--- config.mk ---
export PLATFORM = sky130hd
export DESIGN_NAME = sentence_parser_xor_checksum
export DESIGN_NICKNAME = d
export VERILOG_FILES = /design/src/design/spxc_pkg.sv /design/src/design/sentence_parser_xor_checksum.sv /design/src/design/spxc_parser.sv
export SDC_FILE = /design/constraint.sdc
export NUM_CORES = 1
export LEC_CHECK = 0
export ABC_AREA = 0
export BUFFER_PORTS_ARGS = -buffer_cell sky130_fd_sc_hd__buf_2
export CAP_MARGIN = 20
export CORE_UTILIZATION = 30
export CTS_CLUSTER_DIAMETER = 30
export DETAILED_ROUTE_END_ITERATION = 10
export PLACE_DENSITY = 0.42
export SYNTH_ARGS = -nofsm -noshare
export SYNTH_HDL_FRONTEND = slang
export SYNTH_SLANG_ARGS = --single-unit
--- constraint.sdc ---
create_clock -name clk -period 7 [get_ports clk]
set_input_delay 0.35 -clock clk [delete_from_list [all_inputs] [get_ports clk]]
set_output_delay 0.35 -clock clk [all_outputs]
set_load 0.02 [all_outputs]
--- src/design/spxc_pkg.sv ---
// Shared constants, result type and character helpers for the sentence parser.
package spxc_pkg;

	// Framing characters
	localparam logic [7:0] CH_START = 8'h24;
	localparam logic [7:0] CH_STAR  = 8'h2A;
	localparam logic [7:0] CH_COMMA = 8'h2C;

	// Field number saturates here; fields at or above it are dropped
	localparam logic [4:0] FIELD_SAT = 5'd19;

	// Per-field capture limits
	localparam logic [4:0] NAME_FIELD_CHARS  = 5'd12;
	localparam logic [4:0] VALUE_FIELD_CHARS = 5'd9;
	localparam logic [4:0] FIELD0_CHARS      = 5'd5;
	localparam logic [4:0] FIELD1_CHARS      = 5'd10;
	localparam logic [4:0] FIELD2_CHARS      = 5'd16;

	// Widths of the stream payloads
	localparam int IN_TDATA_W  = 8;
	localparam int OUT_TDATA_W = 24;

	// One result item
	typedef struct packed {
		logic       sentence_good;
		logic       sentence_done;
		logic [7:0] char_value;
		logic [3:0] char_index;
		logic [4:0] field_number;
		logic       char_store;
		logic       sentence_start;
	} res_t;

	// Number of characters a field may capture
	function automatic logic [4:0] field_limit(input logic [4:0] f);
		logic [4:0] lim;
		if (f == 5'd0) begin
			lim = FIELD0_CHARS;
		end else if (f == 5'd1) begin
			lim = FIELD1_CHARS;
		end else if (f == 5'd2) begin
			lim = FIELD2_CHARS;
		end else if (f >= FIELD_SAT) begin
			lim = 5'd0;
		end else if (f[0]) begin
			lim = NAME_FIELD_CHARS;
		end else begin
			lim = VALUE_FIELD_CHARS;
		end
		return lim;
	endfunction

	// Uppercase ASCII hex digit of a nibble
	function automatic logic [7:0] hex_digit(input logic [3:0] v);
		logic [7:0] d;
		if (v < 4'd10) begin
			d = 8'h30 + {4'd0, v};
		end else begin
			d = 8'h37 + {4'd0, v};
		end
		return d;
	endfunction

	// Upper-case 'a'..'z' only
	function automatic logic [7:0] upcase(input logic [7:0] c);
		logic [7:0] u;
		if (c >= 8'h61 && c <= 8'h7A) begin
			u = c - 8'h20;
		end else begin
			u = c;
		end
		return u;
	endfunction

endpackage

--- src/design/sentence_parser_xor_checksum.sv ---
// Top level: comma-separated sentence parser with XOR checksum verdict.
//
// Usage: one received character enters per item on the s_ channel; exactly one
// result item leaves on the m_ channel for every character, in order. A result
// flags a sentence start ('$'), a captured field character with its field
// number and position, or the checksum verdict given on the byte that follows
// the two checksum characters; results for all other bytes flag nothing.
// Path: an accepted item passes the input register, then the result register,
// before its result is offered on the m_ channel. Throughput: one item per
// cycle while m_tready stays high; the parser state advances as an item moves
// from the input register into the result register, so back-to-back items
// need no gap.
// Stall: when m_tready is low, the result register holds and the input
// register holds one further item; s_tready drops only when both are full.
// Reset: arst_n clears the parser state and both valid flags; the first
// sentence starts with the first '$' after reset.
module sentence_parser_xor_checksum (
	input  logic        clk,
	input  logic        arst_n,
	// input stream
	input  logic        s_tvalid,
	output logic        s_tready,
	input  logic [spxc_pkg::IN_TDATA_W-1:0]  s_tdata,  // [7:0] rx_byte
	// result stream
	output logic        m_tvalid,
	input  logic        m_tready,
	// [0] sentence_start, [1] char_store, [6:2] field_number, [10:7] char_index,
	// [18:11] char_value, [19] sentence_done, [20] sentence_good, [23:21] zero
	output logic [spxc_pkg::OUT_TDATA_W-1:0] m_tdata
);

	logic           valid_s1;
	logic [7:0]     byte_s1;
	logic           valid_s2;
	spxc_pkg::res_t res_s2;
	spxc_pkg::res_t res_comb;
	logic           adv_s2;
	logic           move_s1;

	assign adv_s2   = !valid_s2 || m_tready;
	assign move_s1  = valid_s1 && adv_s2;
	assign s_tready = !valid_s1 || adv_s2;

	// Input register
	always_ff @(posedge clk or negedge arst_n) begin
		if (!arst_n) begin
			valid_s1 <= 1'b0;
		end else if (s_tready) begin
			valid_s1 <= s_tvalid;
		end
	end

	always_ff @(posedge clk) begin
		if (s_tready && s_tvalid) begin
			byte_s1 <= s_tdata[7:0];
		end
	end

	// Parser state and decision
	spxc_parser u_parser (
		.clk     (clk),
		.arst_n  (arst_n),
		.en      (move_s1),
		.rx_byte (byte_s1),
		.res     (res_comb)
	);

	// Result register
	always_ff @(posedge clk or negedge arst_n) begin
		if (!arst_n) begin
			valid_s2 <= 1'b0;
		end else if (adv_s2) begin
			valid_s2 <= valid_s1;
		end
	end

	always_ff @(posedge clk) begin
		if (move_s1) begin
			res_s2 <= res_comb;
		end
	end

	assign m_tvalid = valid_s2;
	assign m_tdata  = {3'd0, res_s2};

	// Checks
	a_good_needs_done: assert property (@(posedge clk) disable iff (!arst_n)
		valid_s2 && res_s2.sentence_good |-> res_s2.sentence_done)
		else $error("verdict good without done");

	a_one_kind: assert property (@(posedge clk) disable iff (!arst_n)
		valid_s2 |-> $onehot0({res_s2.sentence_start, res_s2.char_store,
			res_s2.sentence_done}))
		else $error("result carries more than one kind");

	a_field_range: assert property (@(posedge clk) disable iff (!arst_n)
		valid_s2 && res_s2.char_store |->
			(res_s2.field_number < spxc_pkg::FIELD_SAT) &&
			({1'b0, res_s2.char_index} < spxc_pkg::field_limit(res_s2.field_number)))
		else $error("captured character outside its field");

	a_no_loss: assert property (@(posedge clk) disable iff (!arst_n)
		valid_s1 && !adv_s2 |=> valid_s1 && $stable(byte_s1))
		else $error("input register lost an item under stall");

endmodule

--- src/design/spxc_parser.sv ---
// Sentence parser state and the per-byte decision logic.
module spxc_parser (
	input  logic                clk,
	input  logic                arst_n,
	input  logic                en,       // byte handed on this cycle
	input  logic [7:0]          rx_byte,
	output spxc_pkg::res_t      res       // result for rx_byte against current state
);

	logic       in_sentence_q, in_sentence_d;
	logic       in_checksum_q, in_checksum_d;
	logic [1:0] cks_cnt_q, cks_cnt_d;
	logic [4:0] field_q, field_d;
	logic [4:0] pos_q, pos_d;
	logic [7:0] xor_q, xor_d;
	logic [7:0] high_q, high_d;
	logic [7:0] low_q, low_d;

	// Next state and result for one byte
	always_comb begin
		in_sentence_d = in_sentence_q;
		in_checksum_d = in_checksum_q;
		cks_cnt_d     = cks_cnt_q;
		field_d       = field_q;
		pos_d         = pos_q;
		xor_d         = xor_q;
		high_d        = high_q;
		low_d         = low_q;
		res           = '0;

		if (rx_byte == spxc_pkg::CH_START) begin
			// restart: clear everything
			in_sentence_d      = 1'b1;
			in_checksum_d      = 1'b0;
			cks_cnt_d          = 2'd0;
			field_d            = 5'd0;
			pos_d              = 5'd0;
			xor_d              = 8'd0;
			high_d             = 8'd0;
			low_d              = 8'd0;
			res.sentence_start = 1'b1;
		end else if (!in_sentence_q) begin
			// idle, byte ignored
		end else if (in_checksum_q) begin
			if (cks_cnt_q == 2'd0) begin
				high_d    = spxc_pkg::upcase(rx_byte);
				cks_cnt_d = 2'd1;
			end else if (cks_cnt_q == 2'd1) begin
				low_d     = spxc_pkg::upcase(rx_byte);
				cks_cnt_d = 2'd2;
			end else begin
				// verdict byte
				res.sentence_done = 1'b1;
				res.sentence_good = (high_q == spxc_pkg::hex_digit(xor_q[7:4])) &&
					(low_q == spxc_pkg::hex_digit(xor_q[3:0]));
				cks_cnt_d     = 2'd0;
				in_checksum_d = 1'b0;
				in_sentence_d = 1'b0;
			end
		end else if (rx_byte == spxc_pkg::CH_STAR) begin
			in_checksum_d = 1'b1;
			cks_cnt_d     = 2'd0;
		end else begin
			// body byte
			if (rx_byte == spxc_pkg::CH_COMMA) begin
				if (field_q < spxc_pkg::FIELD_SAT) begin
					field_d = field_q + 5'd1;
				end
				pos_d = 5'd0;
			end else if (pos_q < spxc_pkg::field_limit(field_q)) begin
				res.char_store   = 1'b1;
				res.field_number = field_q;
				res.char_index   = pos_q[3:0];
				res.char_value   = rx_byte;
				pos_d            = pos_q + 5'd1;
			end
			xor_d = xor_q ^ rx_byte;
		end
	end

	// State registers
	always_ff @(posedge clk or negedge arst_n) begin
		if (!arst_n) begin
			in_sentence_q <= 1'b0;
			in_checksum_q <= 1'b0;
			cks_cnt_q     <= 2'd0;
			field_q       <= 5'd0;
			pos_q         <= 5'd0;
			xor_q         <= 8'd0;
			high_q        <= 8'd0;
			low_q         <= 8'd0;
		end else if (en) begin
			in_sentence_q <= in_sentence_d;
			in_checksum_q <= in_checksum_d;
			cks_cnt_q     <= cks_cnt_d;
			field_q       <= field_d;
			pos_q         <= pos_d;
			xor_q         <= xor_d;
			high_q        <= high_d;
			low_q         <= low_d;
		end
	end

endmodule

* Word level (Yosys, flattened, before mapping) *
Index checks and enable logic that the tools add are counted.

word-level totals
  bits in registers = 69
  bits of input ports = 12
  word-level logic and storage cells = 142

cells by class
  $add $sub $neg = 7
  $lt $le $gt $ge = 7
  eq/ne operators = 11
  multiplexer cells = 66
  bitwise logic cells = 4
  reductions and logical operators = 29

operators by type and width
  kind                                                                count
  two-way mux 8 bit                                                   26
  two-way mux 5 bit                                                   21
  adder 6 x 4 -> 7 bit (first input constant)                         4
  equality test 8 x 6 -> 1 bit (second input constant)                3
  equality test 8 bit                                                 2
  two-way mux 1 bit                                                   12
  two-way mux 2 bit                                                   6
  nonzero test 2 bit                                                  6
  adder 5 x 1 -> 5 bit (second input constant)                        2
  AND reduction 5 bit                                                 2
  OR reduction 5 bit                                                  2
  greater-or-equal comparator 8 x 7 -> 1 bit (second input constant)  1
  less-or-equal comparator 8 x 7 -> 1 bit (second input constant)     1
  < comparator 4 bit (second input constant)                          2
  AND reduction 4 bit                                                 2
  subtractor 8 x 6 -> 8 bit (second input constant)                   1
  XOR 8 bit                                                           1
  AND reduction 6 bit                                                 1
  nonzero test 3 bit                                                  2
  OR reduction 6 bit                                                  1
  equality test 5 x 1 -> 1 bit (second input constant)                1
  equality test 5 x 2 -> 1 bit (second input constant)                1
  greater-or-equal comparator 5 bit (second input constant)           1
  logical NOT 5 bit                                                   1
  14 further kinds                                                    22

* Depth between registers and ports, before layout *
Gate-level depths: netlist of run 1.

  depth in word-level cells = 17
  gate-level depth with buffers = 12
  depth with buffers taken out = 11

* Modules after synthesis *
Synthesis of run 1 repeated with hierarchy kept, for this count alone.

unflattened totals
  cell total of the unflattened synthesis = 337
  area, all modules = 3554.7 um2

modules (own cells, without submodules)
  module                        times used  cells each  area each (um2)  sequential area each (um2)
  spxc_parser                   1           296         2553.7           950.9
  sentence_parser_xor_checksum  1           41          1001.0           920.9

* Worst setup path before layout of run 1 *
OpenSTA, ideal clock, no wires.

  path kind = reg-to-reg
  start = register u_parser.field_q[0]
  end = register res_s2 (netlist bit m_tdata[10]), data pin
  arrival = 2538 ps
  data required time = 6745 ps
  setup slack = 4207 ps
  stages on the path, launching flop included = 13
  buffers on the path = 1
  clock period less this slack = 2793 ps
  cell sequence = dfrtp_1 -> inv_1 -> ha_1 -> or2_2 -> a21oi_1 -> a22oi_1 -> ha_1 -> nand4_1 -> o221a_2 -> a21boi_2 -> and3_1 -> buf_2 -> and2_1

between the ends
  word-level cells in the longest chain between the ends = 13

RTL lines
  element                                                                        line                                text
  start, declared                                                                spxc_parser.sv:13                   logic [4:0] field_q, field_d;
  start signal, assigned                                                         spxc_parser.sv:96                   field_q <= field_d;
  greater-or-equal comparator 5 bit / two-way mux 3 bit (equally long branches)  spxc_pkg.sv:43, spxc_pkg.sv:45
  two-way mux 5 bit                                                              spxc_pkg.sv:43                      end else if (f >= FIELD_SAT) begin
  two-way mux 5 bit                                                              spxc_pkg.sv:41                      end else if (f == 5'd2) begin
  two-way mux 5 bit                                                              spxc_pkg.sv:39                      end else if (f == 5'd1) begin
  two-way mux 5 bit *                                                            spxc_pkg.sv:37                      if (f == 5'd0) begin
  two-way mux 5 bit *                                                            spxc_parser.sv:65                   if (rx_byte == spxc_pkg::CH_COMMA) begin
  two-way mux 5 bit *                                                            spxc_parser.sv:60                   end else if (rx_byte == spxc_pkg::CH_STAR) begin
  two-way mux 5 bit *                                                            spxc_parser.sv:44                   end else if (in_checksum_q) begin
  two-way mux 5 bit *                                                            spxc_parser.sv:42                   end else if (!in_sentence_q) begin
  two-way mux 5 bit *                                                            spxc_parser.sv:31                   if (rx_byte == spxc_pkg::CH_START) begin
  < comparator 5 bit *                                                           spxc_parser.sv:70                   end else if (pos_q < spxc_pkg::field_limit(field_q)) begin
  inverter 1 bit (no line) *                                                     n/a
  OR reduction 6 bit (no line) *                                                 n/a
  end signal, assigned                                                           sentence_parser_xor_checksum.sv:79  res_s2 <= res_comb;
  end, declared                                                                  sentence_parser_xor_checksum.sv:35  spxc_pkg::res_t res_s2;

Every way passes the cells marked *; elsewhere a longest branch is shown, timed or not. The select of a mux whose other input is x is not followed.
A chain may end at the register's enable or synchronous reset.

* Final worst setup path of run 1 *
  start = register u_parser.field_q[0]
  end = register res_s2 (netlist bit m_tdata[13]), data pin

Same word-level chain as after synthesis.

==> results.md, run 1 <==
| Step | Quantity | Value |
| --- | --- | --- |
| hold path | Worst Hold Class | in2async |
| final layout | Storage cell area | 0.001872 mm² |
| critical path | Slowest library cell on the worst path | sky130_fd_sc_hd__and3_1 |
| final layout | Post-layout utilization of the core | 35.93% |
| sta | Setup violation total in the final timing report | 0 |
| cts | Clock tree from TritonCTS | yes |
| final layout | Combined area of the multi-input logic cells | 0.001595 mm² |
| critical path | Register-to-Register Path Depth | 10 |
| die | Floorplan Core Area | 0.01156 mm² |
| critical path | Cell seen most often among critical-path stages | sky130_fd_sc_hd__ha_1 |
| final layout | Commonest non-fill, non-tap cell in the layout | sky130_fd_sc_hd__dfrtp_1 |
| routing | Residual DRC count | 4 |
| outcome | Outcome | finished with violations |
| final layout | Net count of the finished layout | 385 |
| synth | Most used DFF post-synth | sky130_fd_sc_hd__dfrtp_1 |
| die | Starting Density | 31.12% |
| cts | Number of buffers added by the clock tree synthesis step | 9 |
| die | Width of the chip | 111.5 µm |
| cts | Number of resized instances in the post-cts repair step | 0 |
| sta | Post-route fraction of the period consumed by the critical path | 45.60% |
| synth | Average cell area after synthesis | 11.04 µm² |
| sta | Achievable Freq | 0.3133 GHz |
| place | Detailed placement HPWL | 5.958 mm |
| cts | Insertion delay of the later-clocked pin in the worst-skew pair | 0.34 ns |
| synth | Ys async rst share | 57.97% |
| critical path | CP Launch Type | register |
| sta | Time the worst path needs with I/O delays and setup | 3.192 ns |
| cts | Max clock buf depth | 2 |
| cts | CTS hold repair buffers | 0 |
| critical path | Reg2Reg Launch Point | u_parser.field_q[0]$_DFFE_PN0P_ |
| routing | Remaining antenna violation count after routing | 0 |
| pwr | Power density over cell area | 334.5 mW/mm² |
| sta | Total count of max-transition violations in the final report | 0 |
| sta | Final worst slack | 3.808 ns |
| sta | TNS Setup | 0 ns |
| sta | Worst Max-Slew Pin Slew | 0.9811 ns |
| routing | Total vias in the final route | 2530 |
| pwr | Tot Pwr | 1.390 mW |
| critical path | Timing endpoint of the critical path | m_tdata[13]$_SDFFCE_PP0P_ |
| final layout | Number of filler cells placed in the layout | 1156 |
| pwr | Peak supply drop | 102.3 µV |
| die | Die Footprint | 0.01244 mm² |
| grt | Number of global-route vias before repair | 2466 |
| grt | Pin count of the biggest net entering global routing | 41 |
| outcome | Failing checks | DRC |
| job | Maximum Capacitance Violations | 0 |
| grt | Total routing usage reported by global routing | 14.67% |
| critical path | Reg-to-reg setup timing slack | 3.81 ns |
| pwr | Leakage | 1.770 nW |
| critical path | Crit-path cells | inv_1, ha_1, nor4_1, nand2_1, ha_1, a21oi_1, o221a_2, a21boi_2, and3_1, and2_1 |
| grt | First-pass GRT wire length | 13.68 mm |
| die | Standard-cell rows | 39 |
| cts | Maximum level of the CTS H-tree | 3 |
| sta | Hold slack final | 0.1570 ns |
| critical path | Data required time of the critical path | 7.20 ns |
| synth | Number of flops mapped to enable cells by yosys | 29 |
| cts | Number of setup buffers added after CTS | 0 |
| routing | Total detailed-routing wirelength | 8.383 mm |
| critical path | Type of the worst setup path | reg2reg |
| routing | Post-detailed-route via-to-cell ratio | 4.971 |
| critical path | Delay of the slowest cell on the worst path | 0.52 ns |
| critical path | Critical path arrival | 3.40 ns |
| place | Post-placement worst setup slack | 3.783 ns |
| synth | Number of different library cells in the post-synthesis netlist | 60 |
| final layout | Number of antenna repair diodes | 0 |
| routing | Average wire per standard cell | 16.47 µm |
| sta | Slew headroom | 34.52% |
| cts | CTS Sinks | 69 |
| final layout | Highest-count cells in the layout ignoring fill and taps | 40 x sky130_fd_sc_hd__dfrtp_1, 34 x sky130_fd_sc_hd__buf_2, 29 x sky130_fd_sc_hd__edfxtp_1, 19 x sky130_fd_sc_hd__inv_1 |
| routing | Length of the first detailed-routing pass in iterations | 10 |
| synth | Area share of the largest cell type after synthesis | 27.82% |
| critical path | Type of element capturing the critical path | register |
| synth | Count of yosys warnings during synthesis | 0 |
| synth | Cells after Synth | 326 |
| critical path | Largest fanout on the critical path | 16 |
| routing | Violation count after the first detailed-route iteration | 129 |
| synth | Post-Syn Area | 0.003598 mm² |
| die | I/O pins | 38 |
| grt | Number of antenna violations at the first check in global routing | 0 |
| place | PortBufs | 34 |
| sta | Final Hold Vio Count | 0 |
| critical path | Endpoint of the most critical register-to-register path | m_tdata[13]$_SDFFCE_PP0P_ |
| cts | Clock edge transition at the registers on the reported setup and hold paths | 0.05 ns |
| place | Final RePlAce weighted congestion | 0.8103 |
| die | Die Y | 111.5 µm |
| final layout | Share of layout cells above drive strength 1 | 20.49% |
| sta | Setup skew after layout | 0.007676 ns |
| synth | Largest cells by area after synthesis | sky130_fd_sc_hd__dfrtp_1 28%, sky130_fd_sc_hd__edfxtp_1 24%, sky130_fd_sc_hd__mux2_2 4.7%, sky130_fd_sc_hd__ha_1 4.2%, sky130_fd_sc_hd__and2_1 3.1% |
| sta | RSZ-0062 raised after global routing | no |
| synth | Number of storage elements in the synthesis netlist | 69 |
| cts | Clock root cell | sky130_fd_sc_hd__clkbuf_16 |
| grt | Grt total ovfl | 0 |
| synth | Seq/Total Area, Yosys | 52.02% |
| final layout | Layout Area Growth over Synthesis | 15.47% |
| synth | Top cell type by total area after synthesis | sky130_fd_sc_hd__dfrtp_1 |
| critical path | Start point of the critical path | u_parser.field_q[0]$_DFFE_PN0P_ |
## layer usage
metal | global-route usage [%] | part of all wire (%) | routed length, µm
met1 | 20.53 | 52 | 4353
met2 | 21.00 | 42 | 3544
met3 | 3.430 | 3.3 | 277
met4 | 7.748 | 2.5 | 208
met5 | 0 | 0 | 0
## Yosys cell counts (2+ instances only)
master	n
sky130_fd_sc_hd__nor2_1	17
sky130_fd_sc_hd__nor4_1	5
sky130_fd_sc_hd__nand4_1	5
sky130_fd_sc_hd__dfrtp_1	40
sky130_fd_sc_hd__nor3b_1	6
sky130_fd_sc_hd__a21oi_1	18
sky130_fd_sc_hd__nand3_1	8
sky130_fd_sc_hd__a21oi_2	2
sky130_fd_sc_hd__inv_1	19
sky130_fd_sc_hd__xor2_1	3
sky130_fd_sc_hd__and2_1	18
sky130_fd_sc_hd__o21a_1	3
sky130_fd_sc_hd__buf_2	5
sky130_fd_sc_hd__a31oi_1	2
sky130_fd_sc_hd__and3_1	5
sky130_fd_sc_hd__nand2_1	16
sky130_fd_sc_hd__nor3_1	4
sky130_fd_sc_hd__a31o_2	2
sky130_fd_sc_hd__a21o_1	2
sky130_fd_sc_hd__or3_1	4
sky130_fd_sc_hd__clkbuf_1	5
sky130_fd_sc_hd__o21ai_0	13
sky130_fd_sc_hd__edfxtp_1	29
sky130_fd_sc_hd__or4b_1	2
sky130_fd_sc_hd__o211ai_1	3
sky130_fd_sc_hd__or4_1	2
sky130_fd_sc_hd__mux2i_1	4
sky130_fd_sc_hd__mux2_2	15
sky130_fd_sc_hd__nor4b_1	2
sky130_fd_sc_hd__nand2b_1	6
sky130_fd_sc_hd__ha_1	12
sky130_fd_sc_hd__xnor2_1	11
sky130_fd_sc_hd__a22o_1	2
sky130_fd_sc_hd__nor2b_1	3
sky130_fd_sc_hd__or2_2	3
sky130_fd_sc_hd__a22oi_1	2
sky130_fd_sc_hd__buf_4	4
sky130_fd_sc_hd__o22ai_1	2
## registers in the layout (all words and copies together), names as in the netlist
name and flops:
byte_s1 8, m_tdata 21, m_tvalid 1, u_parser.cks_cnt_q 2, u_parser.field_q 5, u_parser.high_q 8
u_parser.in_checksum_q 1, u_parser.in_sentence_q 1, u_parser.low_q 8, u_parser.pos_q 5, u_parser.xor_q 8, valid_s1 1
## critical path, delay by kind of cell, from the launching register on
kind	cells	cell delay [ns]
adder cells (fa/ha/maj)	2	0.61
AO/OA/AOI/OAI	3	0.67
AND/OR/NAND/NOR	4	1.18
buffers and inverters	1	0.14
flip-flops	1	0.46
## worst min-delay path by stage
stage,start,endpoint,slack (ns),depth (start not counted)
2_1_floorplan,arst_n,m_tvalid$_DFFE_PN0P_,0.05,0
3_3_place_gp,u_parser.low_q[7]$_DFFE_PN0P_,u_parser.low_q[7]$_DFFE_PN0P_,0.50,1
3_5_place_dp,u_parser.low_q[7]$_DFFE_PN0P_,u_parser.low_q[7]$_DFFE_PN0P_,0.51,1
4_1_cts,s_tdata[1],byte_s1[1]$_DFFE_PP_,0.17,1
5_1_grt,s_tdata[3],byte_s1[3]$_DFFE_PP_,0.18,1
6_report,arst_n,m_tvalid$_DFFE_PN0P_,0.16,1
## area by class of cell
cell class / instances / area share, %
Clock buffer: 13 / 5.781
Clock inverter: 3 / 0.3011
Inverter: 19 / 1.716
Multi-Input combinational cell: 226 / 38.39
Sequential cell: 69 / 45.05
Tap cell: 143 / 4.306
Timing Repair Buffer: 36 / 4.456
## per-stage QoR
step | instance area [µm²] | std cells
5_1_grt | 4155 | 509
3_5_place_dp | 3902 | 493
6_report | 4155 | 509
4_1_cts | 4155 | 509
2_1_floorplan | 3606 | 328
3_3_place_gp | 3902 | 493
## where the power goes
group	switching, mW	total (mW)	internal (mW)	leakage (nW)
Sequential	0.105	0.620	0.515	0.769
Clock	0.161	0.398	0.237	0.123
Combinational	0.193	0.372	0.179	0.878
## cell families after synthesis
| kind of cell | Yosys count | share of synthesized area (%) |
|---|---|---|
| buffers and inverters | 33 | 4.033 |
| DFF | 69 | 52.02 |
| and+or+nand+nor | 116 | 19.02 |
| AOI/OAI and AO/OA | 62 | 11.44 |
| adders and majority gates | 12 | 4.172 |
| xor gates and xnor gates | 14 | 3.408 |
| muxes | 19 | 5.807 |
| other | 1 | 0.1042 |
Note: power is estimated with default switching activity, not from simulation.
==> inputs of run 2 (changes only) <==
--- a/config.mk
+++ b/config.mk
@@ -11,7 +11,7 @@
 export CORE_UTILIZATION = 30
 export CTS_CLUSTER_DIAMETER = 30
 export DETAILED_ROUTE_END_ITERATION = 10
-export PLACE_DENSITY = 0.42
+export PLACE_DENSITY = 0.44
 export SYNTH_ARGS = -nofsm -noshare
 export SYNTH_HDL_FRONTEND = slang
 export SYNTH_SLANG_ARGS = --single-unit
==> constraint.sdc (replaced) <==
create_clock -name clk -period 2.6 [get_ports clk]
set_input_delay 0.13 -clock clk [delete_from_list [all_inputs] [get_ports clk]]
set_output_delay 0.13 -clock clk [all_outputs]
set_load 0.02 [all_outputs]
==> run 2 against run 1 <==
Global-route usage rose by 0.49 points. The run still ends with DRC left. Critical path type unchanged. Clock-buffer cell count fell by 4. Routed wire length rose by 4.6%.
==> results.md, run 2 (synthesis gave the netlist of run 1 again) <==
| Step | Quantity | Value | vs previous |
| --- | --- | --- | --- |
| sta | Total count of max-transition violations in the final report | 0 | unchanged |
| critical path | Crit-path cells | inv_2, ha_2, or2_4, a21oi_2, a22oi_2, ha_1, a21oi_2, o221a_2, a21boi_4, o21ai_0, mux2_2 |  |
| routing | Total vias in the final route | 2709 | +7.1% |
| cts | Number of buffers added by the clock tree synthesis step | 9 | unchanged |
| critical path | Reg2Reg Launch Point | u_parser.field_q[0]$_DFFE_PN0P_ |  |
| sta | Final Hold Vio Count | 0 | unchanged |
| pwr | Peak supply drop | 340.0 µV | +230% |
| critical path | Type of element capturing the critical path | register |  |
| die | I/O pins | 38 | unchanged |
| hold path | Worst Hold Class | in2reg |  |
| sta | Worst Max-Slew Pin Slew | 0.9627 ns | -0.01840 ns |
| pwr | Tot Pwr | 4.130 mW | +200% |
| routing | Remaining antenna violation count after routing | 0 | unchanged |
| critical path | Slowest library cell on the worst path | sky130_fd_sc_hd__dfrtp_2 |  |
| final layout | Share of layout cells above drive strength 1 | 32.19% | +12 points |
| final layout | Post-layout instance count excluding filler cells | 550 | +8.1% |
| sta | Time the worst path needs with I/O delays and setup | 2.596 ns | -0.5963 ns |
| cts | Insertion delay of the later-clocked pin in the worst-skew pair | 0.33 ns | about the same |
| hold path | Hold path start | m_tready |  |
| die | Die Y | 111.5 µm | unchanged |
| cts | Clock edge transition at the registers on the reported setup and hold paths | 0.06 ns | about the same |
| final layout | Number of filler cells placed in the layout | 1130 | -2.2% |
| die | Floorplan Core Area | 0.01156 mm² | unchanged |
| critical path | Reg-to-reg setup timing slack | 0.004 ns | -3.80 ns |
| final layout | Highest-count cells in the layout ignoring fill and taps | 38 x sky130_fd_sc_hd__dfrtp_1, 34 x sky130_fd_sc_hd__buf_2, 29 x sky130_fd_sc_hd__edfxtp_1, 28 x sky130_fd_sc_hd__buf_4 |  |
| outcome | Outcome | finished with violations |  |
| sta | Final worst slack | 0.004124 ns | -3.804 ns |
| sta | Setup skew after layout | 0.003512 ns | -0.004164 ns |
| cts | Clock root cell | sky130_fd_sc_hd__clkbuf_16 |  |
| die | Starting Density | 31.12% | unchanged |
| cts | Max clock buf depth | 2 | unchanged |
| die | Width of the chip | 111.5 µm | unchanged |
| hold path | Number of stages on the worst hold path | 3 |  |
| cts | CTS Sinks | 69 | unchanged |
| routing | Violation count after the first detailed-route iteration | 131 | +1.6% |
| grt | Number of global-route vias before repair | 2690 | +9.1% |
| sta | Slew headroom | 35.82% | +1.3 points |
| critical path | Data required time of the critical path | 2.82 ns | -4.38 ns |
| grt | First-pass GRT wire length | 14.38 mm | +5.1% |
| sta | Achievable Freq | 0.3852 GHz | +23% |
| final layout | Net count of the finished layout | 426 | +11% |
| hold path | WHS Endpoint | m_tvalid$_DFFE_PN0P_ |  |
| critical path | Cell seen most often among critical-path stages | sky130_fd_sc_hd__a21oi_2 |  |
| pwr | Leakage | 2.007 nW | +13% |
| cts | Maximum level of the CTS H-tree | 3 | unchanged |
| die | Die Footprint | 0.01244 mm² | unchanged |
| sta | TNS Setup | 0 ns | unchanged |
| place | Detailed placement HPWL | 6.216 mm | +4.3% |
| routing | Length of the first detailed-routing pass in iterations | 10 | unchanged |
| place | Final RePlAce weighted congestion | 0.7349 | -9.3% |
| place | Total placed cells including tap cells | 519 | +5.3% |
| sta | Setup violation total in the final timing report | 0 | unchanged |
| grt | Pin count of the biggest net entering global routing | 41 | unchanged |
| routing | Residual DRC count | 6 | +2 |
| pwr | Power density over cell area | 885.2 mW/mm² | +160% |
| sta | RSZ-0062 raised after global routing | yes |  |
| grt | Number of antenna violations at the first check in global routing | 0 | unchanged |
| die | Standard-cell rows | 39 | unchanged |
| place | Post-placement worst setup slack | -0.08934 ns | -3.873 ns |
| final layout | Largest register FFs | 21 | unchanged |
| sta | Post-route fraction of the period consumed by the critical path | 99.84% | +54 points |
| final layout | Layout Area Growth over Synthesis | 29.66% |  |
| critical path | Register-to-Register Path Depth | 11 | +1 |
| final layout | Commonest non-fill, non-tap cell in the layout | sky130_fd_sc_hd__dfrtp_1 |  |
| critical path | Endpoint of the most critical register-to-register path | u_parser.pos_q[0]$_DFFE_PN0P_ |  |
| routing | Average wire per standard cell | 15.94 µm | -3.2% |
| place | PortBufs | 34 | unchanged |
| grt | Total routing usage reported by global routing | 15.17% | +0.49 points |
| critical path | Type of the worst setup path | reg2reg |  |
| critical path | Largest fanout on the critical path | 7 | -9 |
| grt | Grt total ovfl | 0 | unchanged |
| cts | Clock tree from TritonCTS | yes |  |
| outcome | Failing checks | DRC |  |
| critical path | CP Launch Type | register |  |
| routing | Total detailed-routing wirelength | 8.765 mm | +4.6% |
| final layout | Number of antenna repair diodes | 0 | unchanged |
| job | Maximum Capacitance Violations | 0 | unchanged |
| critical path | Delay of the slowest cell on the worst path | 0.41 ns | -0.11 ns |
| routing | Post-detailed-route via-to-cell ratio | 4.925 | -0.91% |
| critical path | Critical path arrival | 2.82 ns | -0.58 ns |
[run 2: cell count changes in the layout (fill, tap and decap cells not counted), moves of 3 or more]
cell                            change
sky130_fd_sc_hd__dlygate4sd3_1     +10
sky130_fd_sc_hd__ha_1               -4
sky130_fd_sc_hd__buf_6              +3
sky130_fd_sc_hd__and2_4             +3
sky130_fd_sc_hd__and2_1             -3
sky130_fd_sc_hd__clkbuf_1           -4
sky130_fd_sc_hd__buf_4             +26
sky130_fd_sc_hd__ha_2               +3
[run 2: how the worst max path moves through the flow]
stage / endpoint / slack, ns / start / depth (start not counted)
floorplan: m_tdata[10]$_SDFFCE_PP0P_ / 0.01 / u_parser.field_q[0]$_DFFE_PN0P_ / 12
global placement: m_tdata[15]$_SDFFCE_PP0P_ / -0.03 / u_parser.field_q[0]$_DFFE_PN0P_ / 10
detailed placement: m_tdata[7]$_SDFFCE_PP0P_ / -0.09 / u_parser.field_q[1]$_DFFE_PN0P_ / 9
CTS: m_tdata[7]$_SDFFCE_PP0P_ / -0.002 / u_parser.field_q[0]$_DFFE_PN0P_ / 11
global route: m_tdata[18]$_SDFFCE_PP0P_ / -0.11 / u_parser.field_q[0]$_DFFE_PN0P_ / 11
finish: u_parser.pos_q[0]$_DFFE_PN0P_ / 0.004 / u_parser.field_q[0]$_DFFE_PN0P_ / 11
[run 2: critical path, delay by kind of cell (launching register included)]
family | cells | cell delay (ns)
AO/OA/AOI/OAI | 6 | 0.97
buffers and inverters | 1 | 0.07
flip-flops | 1 | 0.41
multiplexers | 1 | 0.29
adder cells (fa/ha/maj) | 2 | 0.49
AND/OR/NAND/NOR | 1 | 0.25
[run 2: layout make-up]
class                   instances  area (µm²)  share of cell area [%]
inverters                      19       71.32                   1.529
repair buffers                 76       534.3                   11.45
flip-flops and latches         69        1874                   40.17
clock buffers                   9       225.2                   4.827
well taps                     143       178.9                   3.835
clock inverters                 7       90.09                   1.931
multi-input cells             227        1692                   36.26
[run 2: report_power, final]
group,internal (mW),switching [mW],total (mW)
clock network,0.834,0.477,1.31
registers,1.38,0.261,1.65
logic,0.590,0.583,1.17
total,2.81,1.32,4.13
[run 2: what timing repair did]
action,CTS,global route
hold buffers,10,0
endpoints found under the hold margin,49,0
gates cloned,0,1
setup endpoints to repair,17,23
resized for setup,3,17
pin swaps,1,4
setup buffers,0,4
[run 2: per-stage QoR]
step	util (%)	area [µm²]	hold WS [ns]
after global placement	35.78	4138	0.3064
after CTS	39.39	4556	0.1676
after detailed placement	35.78	4138	0.3081
after global routing	40.34	4666	0.2306
after floorplan	-	3640	-0.1656
final	40.34	4666	0.1622
[run 2: routing by layer]
| metal | wire length (µm) | share of wire (%) | global-route usage (%) | vias to the layer above |
|---|---|---|---|---|
| li1 | - | - | - | 1335 |
| met1 | 4355 | 50 | 21.53 | 1321 |
| met2 | 3890 | 44 | 22.67 | 43 |
| met3 | 401 | 4.6 | 3.375 | 10 |
| met4 | 117 | 1.3 | 5.405 | 0 |
| met5 | 0 | 0 | 0 | - |
==> inputs of run 3 (changes only) <==
--- a/config.mk
+++ b/config.mk
@@ -8,10 +8,11 @@
 export ABC_AREA = 0
 export BUFFER_PORTS_ARGS = -buffer_cell sky130_fd_sc_hd__buf_2
 export CAP_MARGIN = 20
+export CORE_ASPECT_RATIO = 0.9
 export CORE_UTILIZATION = 30
 export CTS_CLUSTER_DIAMETER = 30
 export DETAILED_ROUTE_END_ITERATION = 10
-export PLACE_DENSITY = 0.44
+export PLACE_DENSITY = 0.55
 export SYNTH_ARGS = -nofsm -noshare
 export SYNTH_HDL_FRONTEND = slang
 export SYNTH_SLANG_ARGS = --single-unit
==> constraint.sdc (replaced) <==
create_clock -name clk -period 2.6 [get_ports clk]
set_input_delay 0.13 -clock clk [delete_from_list [all_inputs] [get_ports clk]]
set_output_delay 0.13 -clock clk [all_outputs]
set_load 0.01 [all_outputs]
==> run 3 against run 2 <==
The run ends with setup timing left. Core utilization decreased by 0.14 points. Combinational power decreased by 3%. Sequential share of layout area increased by 0.11 points. Sequential power about the same. Clock-buffer cell count unchanged. Final cell count increased by 1.8%. Largest power group unchanged. Worst setup slack got worse by 0.035 ns. Global-route usage decreased by 0.59 points.
==> results.md, run 3 (synthesis gave the netlist of run 1 again) <==
| Step | Quantity | Value | vs previous |
| --- | --- | --- | --- |
| critical path | Slowest library cell on the worst path | sky130_fd_sc_hd__dfrtp_2 |  |
| final layout | Commonest non-fill, non-tap cell in the layout | sky130_fd_sc_hd__dfrtp_1 |  |
| pwr | Peak supply drop | 369.6 µV | +8.7% |
| routing | Residual DRC count | 0 | -6 |
| sta | Setup skew after layout | 0.007076 ns | +0.003564 ns |
| die | Width of the chip | 117.4 µm | +5.3% |
| sta | Hold slack final | 0.1419 ns | -0.02034 ns |
| cts | Maximum level of the CTS H-tree | 3 | unchanged |
| sta | Final worst slack | -0.03065 ns | -0.03477 ns |
| routing | Average wire per standard cell | 14.96 µm | -6.1% |
| final layout | Final std cell area, no fill | 0.004653 mm² | -0.27% |
| critical path | Largest fanout on the critical path | 8 | +1 |
| cts | Insertion delay of the later-clocked pin in the worst-skew pair | 0.34 ns | about the same |
| sta | Final Hold Vio Count | 0 | unchanged |
| cts | Clock tree from TritonCTS | yes |  |
| die | Die Footprint | 0.01244 mm² | about the same |
| grt | Total routing usage reported by global routing | 14.58% | -0.59 points |
| hold path | Hold path start | m_tready |  |
| hold path | Worst Hold Class | in2reg |  |
| grt | Pin count of the biggest net entering global routing | 41 | unchanged |
| pwr | Power density over cell area | 884.0 mW/mm² | -0.14% |
| critical path | Delay of the slowest cell on the worst path | 0.45 ns | +0.04 ns |
| hold path | WHS Endpoint | m_tvalid$_DFFE_PN0P_ |  |
| critical path | Type of element capturing the critical path | register |  |
| critical path | Endpoint of the most critical register-to-register path | m_tdata[5]$_SDFFCE_PP0P_ |  |
| grt | Number of antenna violations at the first check in global routing | 0 | unchanged |
| grt | Number of global-route vias before repair | 2634 | -2.1% |
| place | Final RePlAce weighted congestion | 0.8101 | +10% |
| critical path | Register-to-Register Path Depth | 11 | unchanged |
| final layout | Share of layout cells above drive strength 1 | 31.93% | -0.26 points |
| critical path | Number of buffers and inverters on the critical path | 1 | unchanged |
| cts | Max clock buf depth | 2 | unchanged |
| place | Detailed placement HPWL | 5.978 mm | -3.8% |
| routing | Post-detailed-route via-to-cell ratio | 4.839 | -1.7% |
| cts | CTS Sinks | 69 | unchanged |
| sta | Time the worst path needs with I/O delays and setup | 2.631 ns | +0.03477 ns |
| critical path | Critical path arrival | 2.73 ns | -0.09 ns |
| sta | Worst Max-Slew Pin Slew | 0.9034 ns | -0.05936 ns |
| grt | Busiest layer in global routing | met2 |  |
| routing | Total vias in the final route | 2710 | +0.037% |
| place | Post-placement worst setup slack | -0.1242 ns | -0.03490 ns |
| routing | Total detailed-routing wirelength | 8.380 mm | -4.4% |
| grt | GR Layer Usage met2 | 21.56% | -1.1 points |
| sta | TNS Setup | -0.2913 ns | -0.2913 ns |
| grt | First-pass GRT wire length | 13.74 mm | -4.4% |
| critical path | Reg-to-reg setup timing slack | -0.03 ns | -0.03 ns |
| hold path | Number of stages on the worst hold path | 3 | unchanged |
| final layout | Net count of the finished layout | 423 | -0.70% |
| cts | Clock edge transition at the registers on the reported setup and hold paths | 0.06 ns | about the same |
| die | Standard-cell rows | 37 | -5.1% |
| place | Area post-placement | 0.004119 mm² | -0.45% |
| critical path | CP Launch Type | register |  |
| final layout | Largest register FFs | 21 | unchanged |
| die | Floorplan Core Area | 0.01157 mm² | about the same |
| cts | Number of buffers added by the clock tree synthesis step | 9 | unchanged |
| pwr | Leakage | 1.996 nW | -0.53% |
| critical path | Kind of cell adding the most delay to the critical path | simple AND/OR/NAND/NOR gates |  |
| routing | Violation count after the first detailed-route iteration | 166 | +27% |
| die | I/O pins | 38 | unchanged |
| routing | Remaining antenna violation count after routing | 0 | unchanged |
| sta | Post-route fraction of the period consumed by the critical path | 101.2% | +1.3 points |
| final layout | Highest-count cells in the layout ignoring fill and taps | 38 x sky130_fd_sc_hd__dfrtp_1, 34 x sky130_fd_sc_hd__buf_2, 29 x sky130_fd_sc_hd__edfxtp_1, 29 x sky130_fd_sc_hd__buf_4 |  |
| grt | Grt total ovfl | 0 | unchanged |
| final layout | Post-layout utilization of the core | 40.21% | -0.14 points |
| die | Die Y | 105.9 µm | -5.0% |
| final layout | Layout Area Growth over Synthesis | 29.31% |  |
| sta | Setup violation total in the final timing report | 15 | +15 |
| sta | RSZ-0062 raised after global routing | yes |  |
| sta | Slew headroom | 39.78% | +4.0 points |
| sta | Total count of max-transition violations in the final report | 0 | unchanged |
| critical path | Reg2Reg Launch Point | u_parser.field_q[0]$_DFFE_PN0P_ |  |
| critical path | Crit-path cells | inv_4, ha_4, or2_4, a21oi_2, a22oi_2, ha_1, nand4_1, o221a_2, a21boi_4, and3_4, and2_1 |  |
| sta | Achievable Freq | 0.3801 GHz | -1.3% |
| critical path | Data required time of the critical path | 2.70 ns | -0.12 ns |
| die | Starting Density | 31.09% | about the same |
| outcome | Outcome | finished with violations |  |
| grt | GRT met3 Usage | 3.112% | -0.26 points |
| grt | Met1 usage | 20.56% | -0.97 points |
| routing | Length of the first detailed-routing pass in iterations | 4 | -6 |
| job | Maximum Capacitance Violations | 0 | unchanged |
| outcome | Failing checks | setup timing |  |
| place | PortBufs | 34 | unchanged |
| cts | Clock root cell | sky130_fd_sc_hd__clkbuf_16 |  |
| final layout | Number of antenna repair diodes | 0 | unchanged |
| critical path | Type of the worst setup path | reg2reg |  |
==> run 3: cell types whose count changed in the layout (fill, tap and decap cells not counted), moves of 2 or more <==
cell,previous run,this run
sky130_fd_sc_hd__ha_1,8,10
sky130_fd_sc_hd__ha_2,3,0
sky130_fd_sc_hd__clkinv_2,3,1
sky130_fd_sc_hd__buf_6,3,0
sky130_fd_sc_hd__and2_1,15,10
sky130_fd_sc_hd__clkinv_4,0,2
sky130_fd_sc_hd__and2_4,3,8
==> run 3: how the worst max path moves through the flow <==
| stage | from | end | slack [ns] | cells past startpoint |
|---|---|---|---|---|
| after CTS | u_parser.field_q[0]$_DFFE_PN0P_ | m_tdata[13]$_SDFFCE_PP0P_ | 0.005 | 11 |
| after floorplan | u_parser.field_q[0]$_DFFE_PN0P_ | m_tdata[10]$_SDFFCE_PP0P_ | 0.01 | 12 |
| final | u_parser.field_q[0]$_DFFE_PN0P_ | m_tdata[5]$_SDFFCE_PP0P_ | -0.03 | 11 |
| after global placement | u_parser.field_q[0]$_DFFE_PN0P_ | m_tdata[17]$_SDFFCE_PP0P_ | -0.006 | 11 |
| after global routing | u_parser.field_q[0]$_DFFE_PN0P_ | m_tdata[15]$_SDFFCE_PP0P_ | -0.12 | 11 |
| after detailed placement | u_parser.field_q[0]$_DFFE_PN0P_ | m_tdata[4]$_SDFFCE_PP0P_ | -0.12 | 11 |
==> run 3: what timing repair did <==
| action | CTS | global route |
|---|---|---|
| endpoints found under the setup margin | 19 | 21 |
| buffers inserted | 4 | 0 |
| hold buffers | 9 | 1 |
| pin swaps | 3 | 5 |
| cloned | 1 | 0 |
| gates resized for setup | 5 | 16 |
| hold endpoints to repair | 48 | 1 |
==> run 3: power by group <==
group,total (mW),switching [mW],internal [mW]
clock network,1.33,0.490,0.844
registers,1.65,0.270,1.38
logic,1.13,0.548,0.577
total,4.11,1.31,2.81
==> run 3: through the flow <==
step / total power [mW] / instances
6_report: 4.113 / 560
5_1_grt: 4.383 / 560
4_1_cts: 4.127 / 559
3_5_place_dp: 2.728 / 529
3_3_place_gp: 2.696 / 529
2_1_floorplan: 2.417 / 328
==> run 3: metal layers <==
metal / share of wire, % / vias up
met5: 0 / -
met4: 1.4 / 0
met3: 3.3 / 8
met2: 43 / 54
met1: 52 / 1316
li1: - / 1332
==> run 3: final cells by class <==
type	instances	area, µm²
fill	1125	6920
sequential	69	1874
multi-input combinational	227	1698
timing repair buffer	73	488.0
clock buffer	9	225.2
tap	156	195.2
clock inverter	7	98.84
inverter	19	73.82
==> run 3: worst register-to-register path, cell delays in order, from the launching register on <==
cell	delay, ns
sky130_fd_sc_hd__dfrtp_2	0.45
sky130_fd_sc_hd__inv_4	0.07
sky130_fd_sc_hd__ha_4	0.16
sky130_fd_sc_hd__or2_4	0.25
sky130_fd_sc_hd__a21oi_2	0.15
sky130_fd_sc_hd__a22oi_2	0.07
sky130_fd_sc_hd__ha_1	0.32
sky130_fd_sc_hd__nand4_1	0.11
sky130_fd_sc_hd__o221a_2	0.28
sky130_fd_sc_hd__a21boi_4	0.16
sky130_fd_sc_hd__and3_4	0.23
sky130_fd_sc_hd__and2_1	0.16
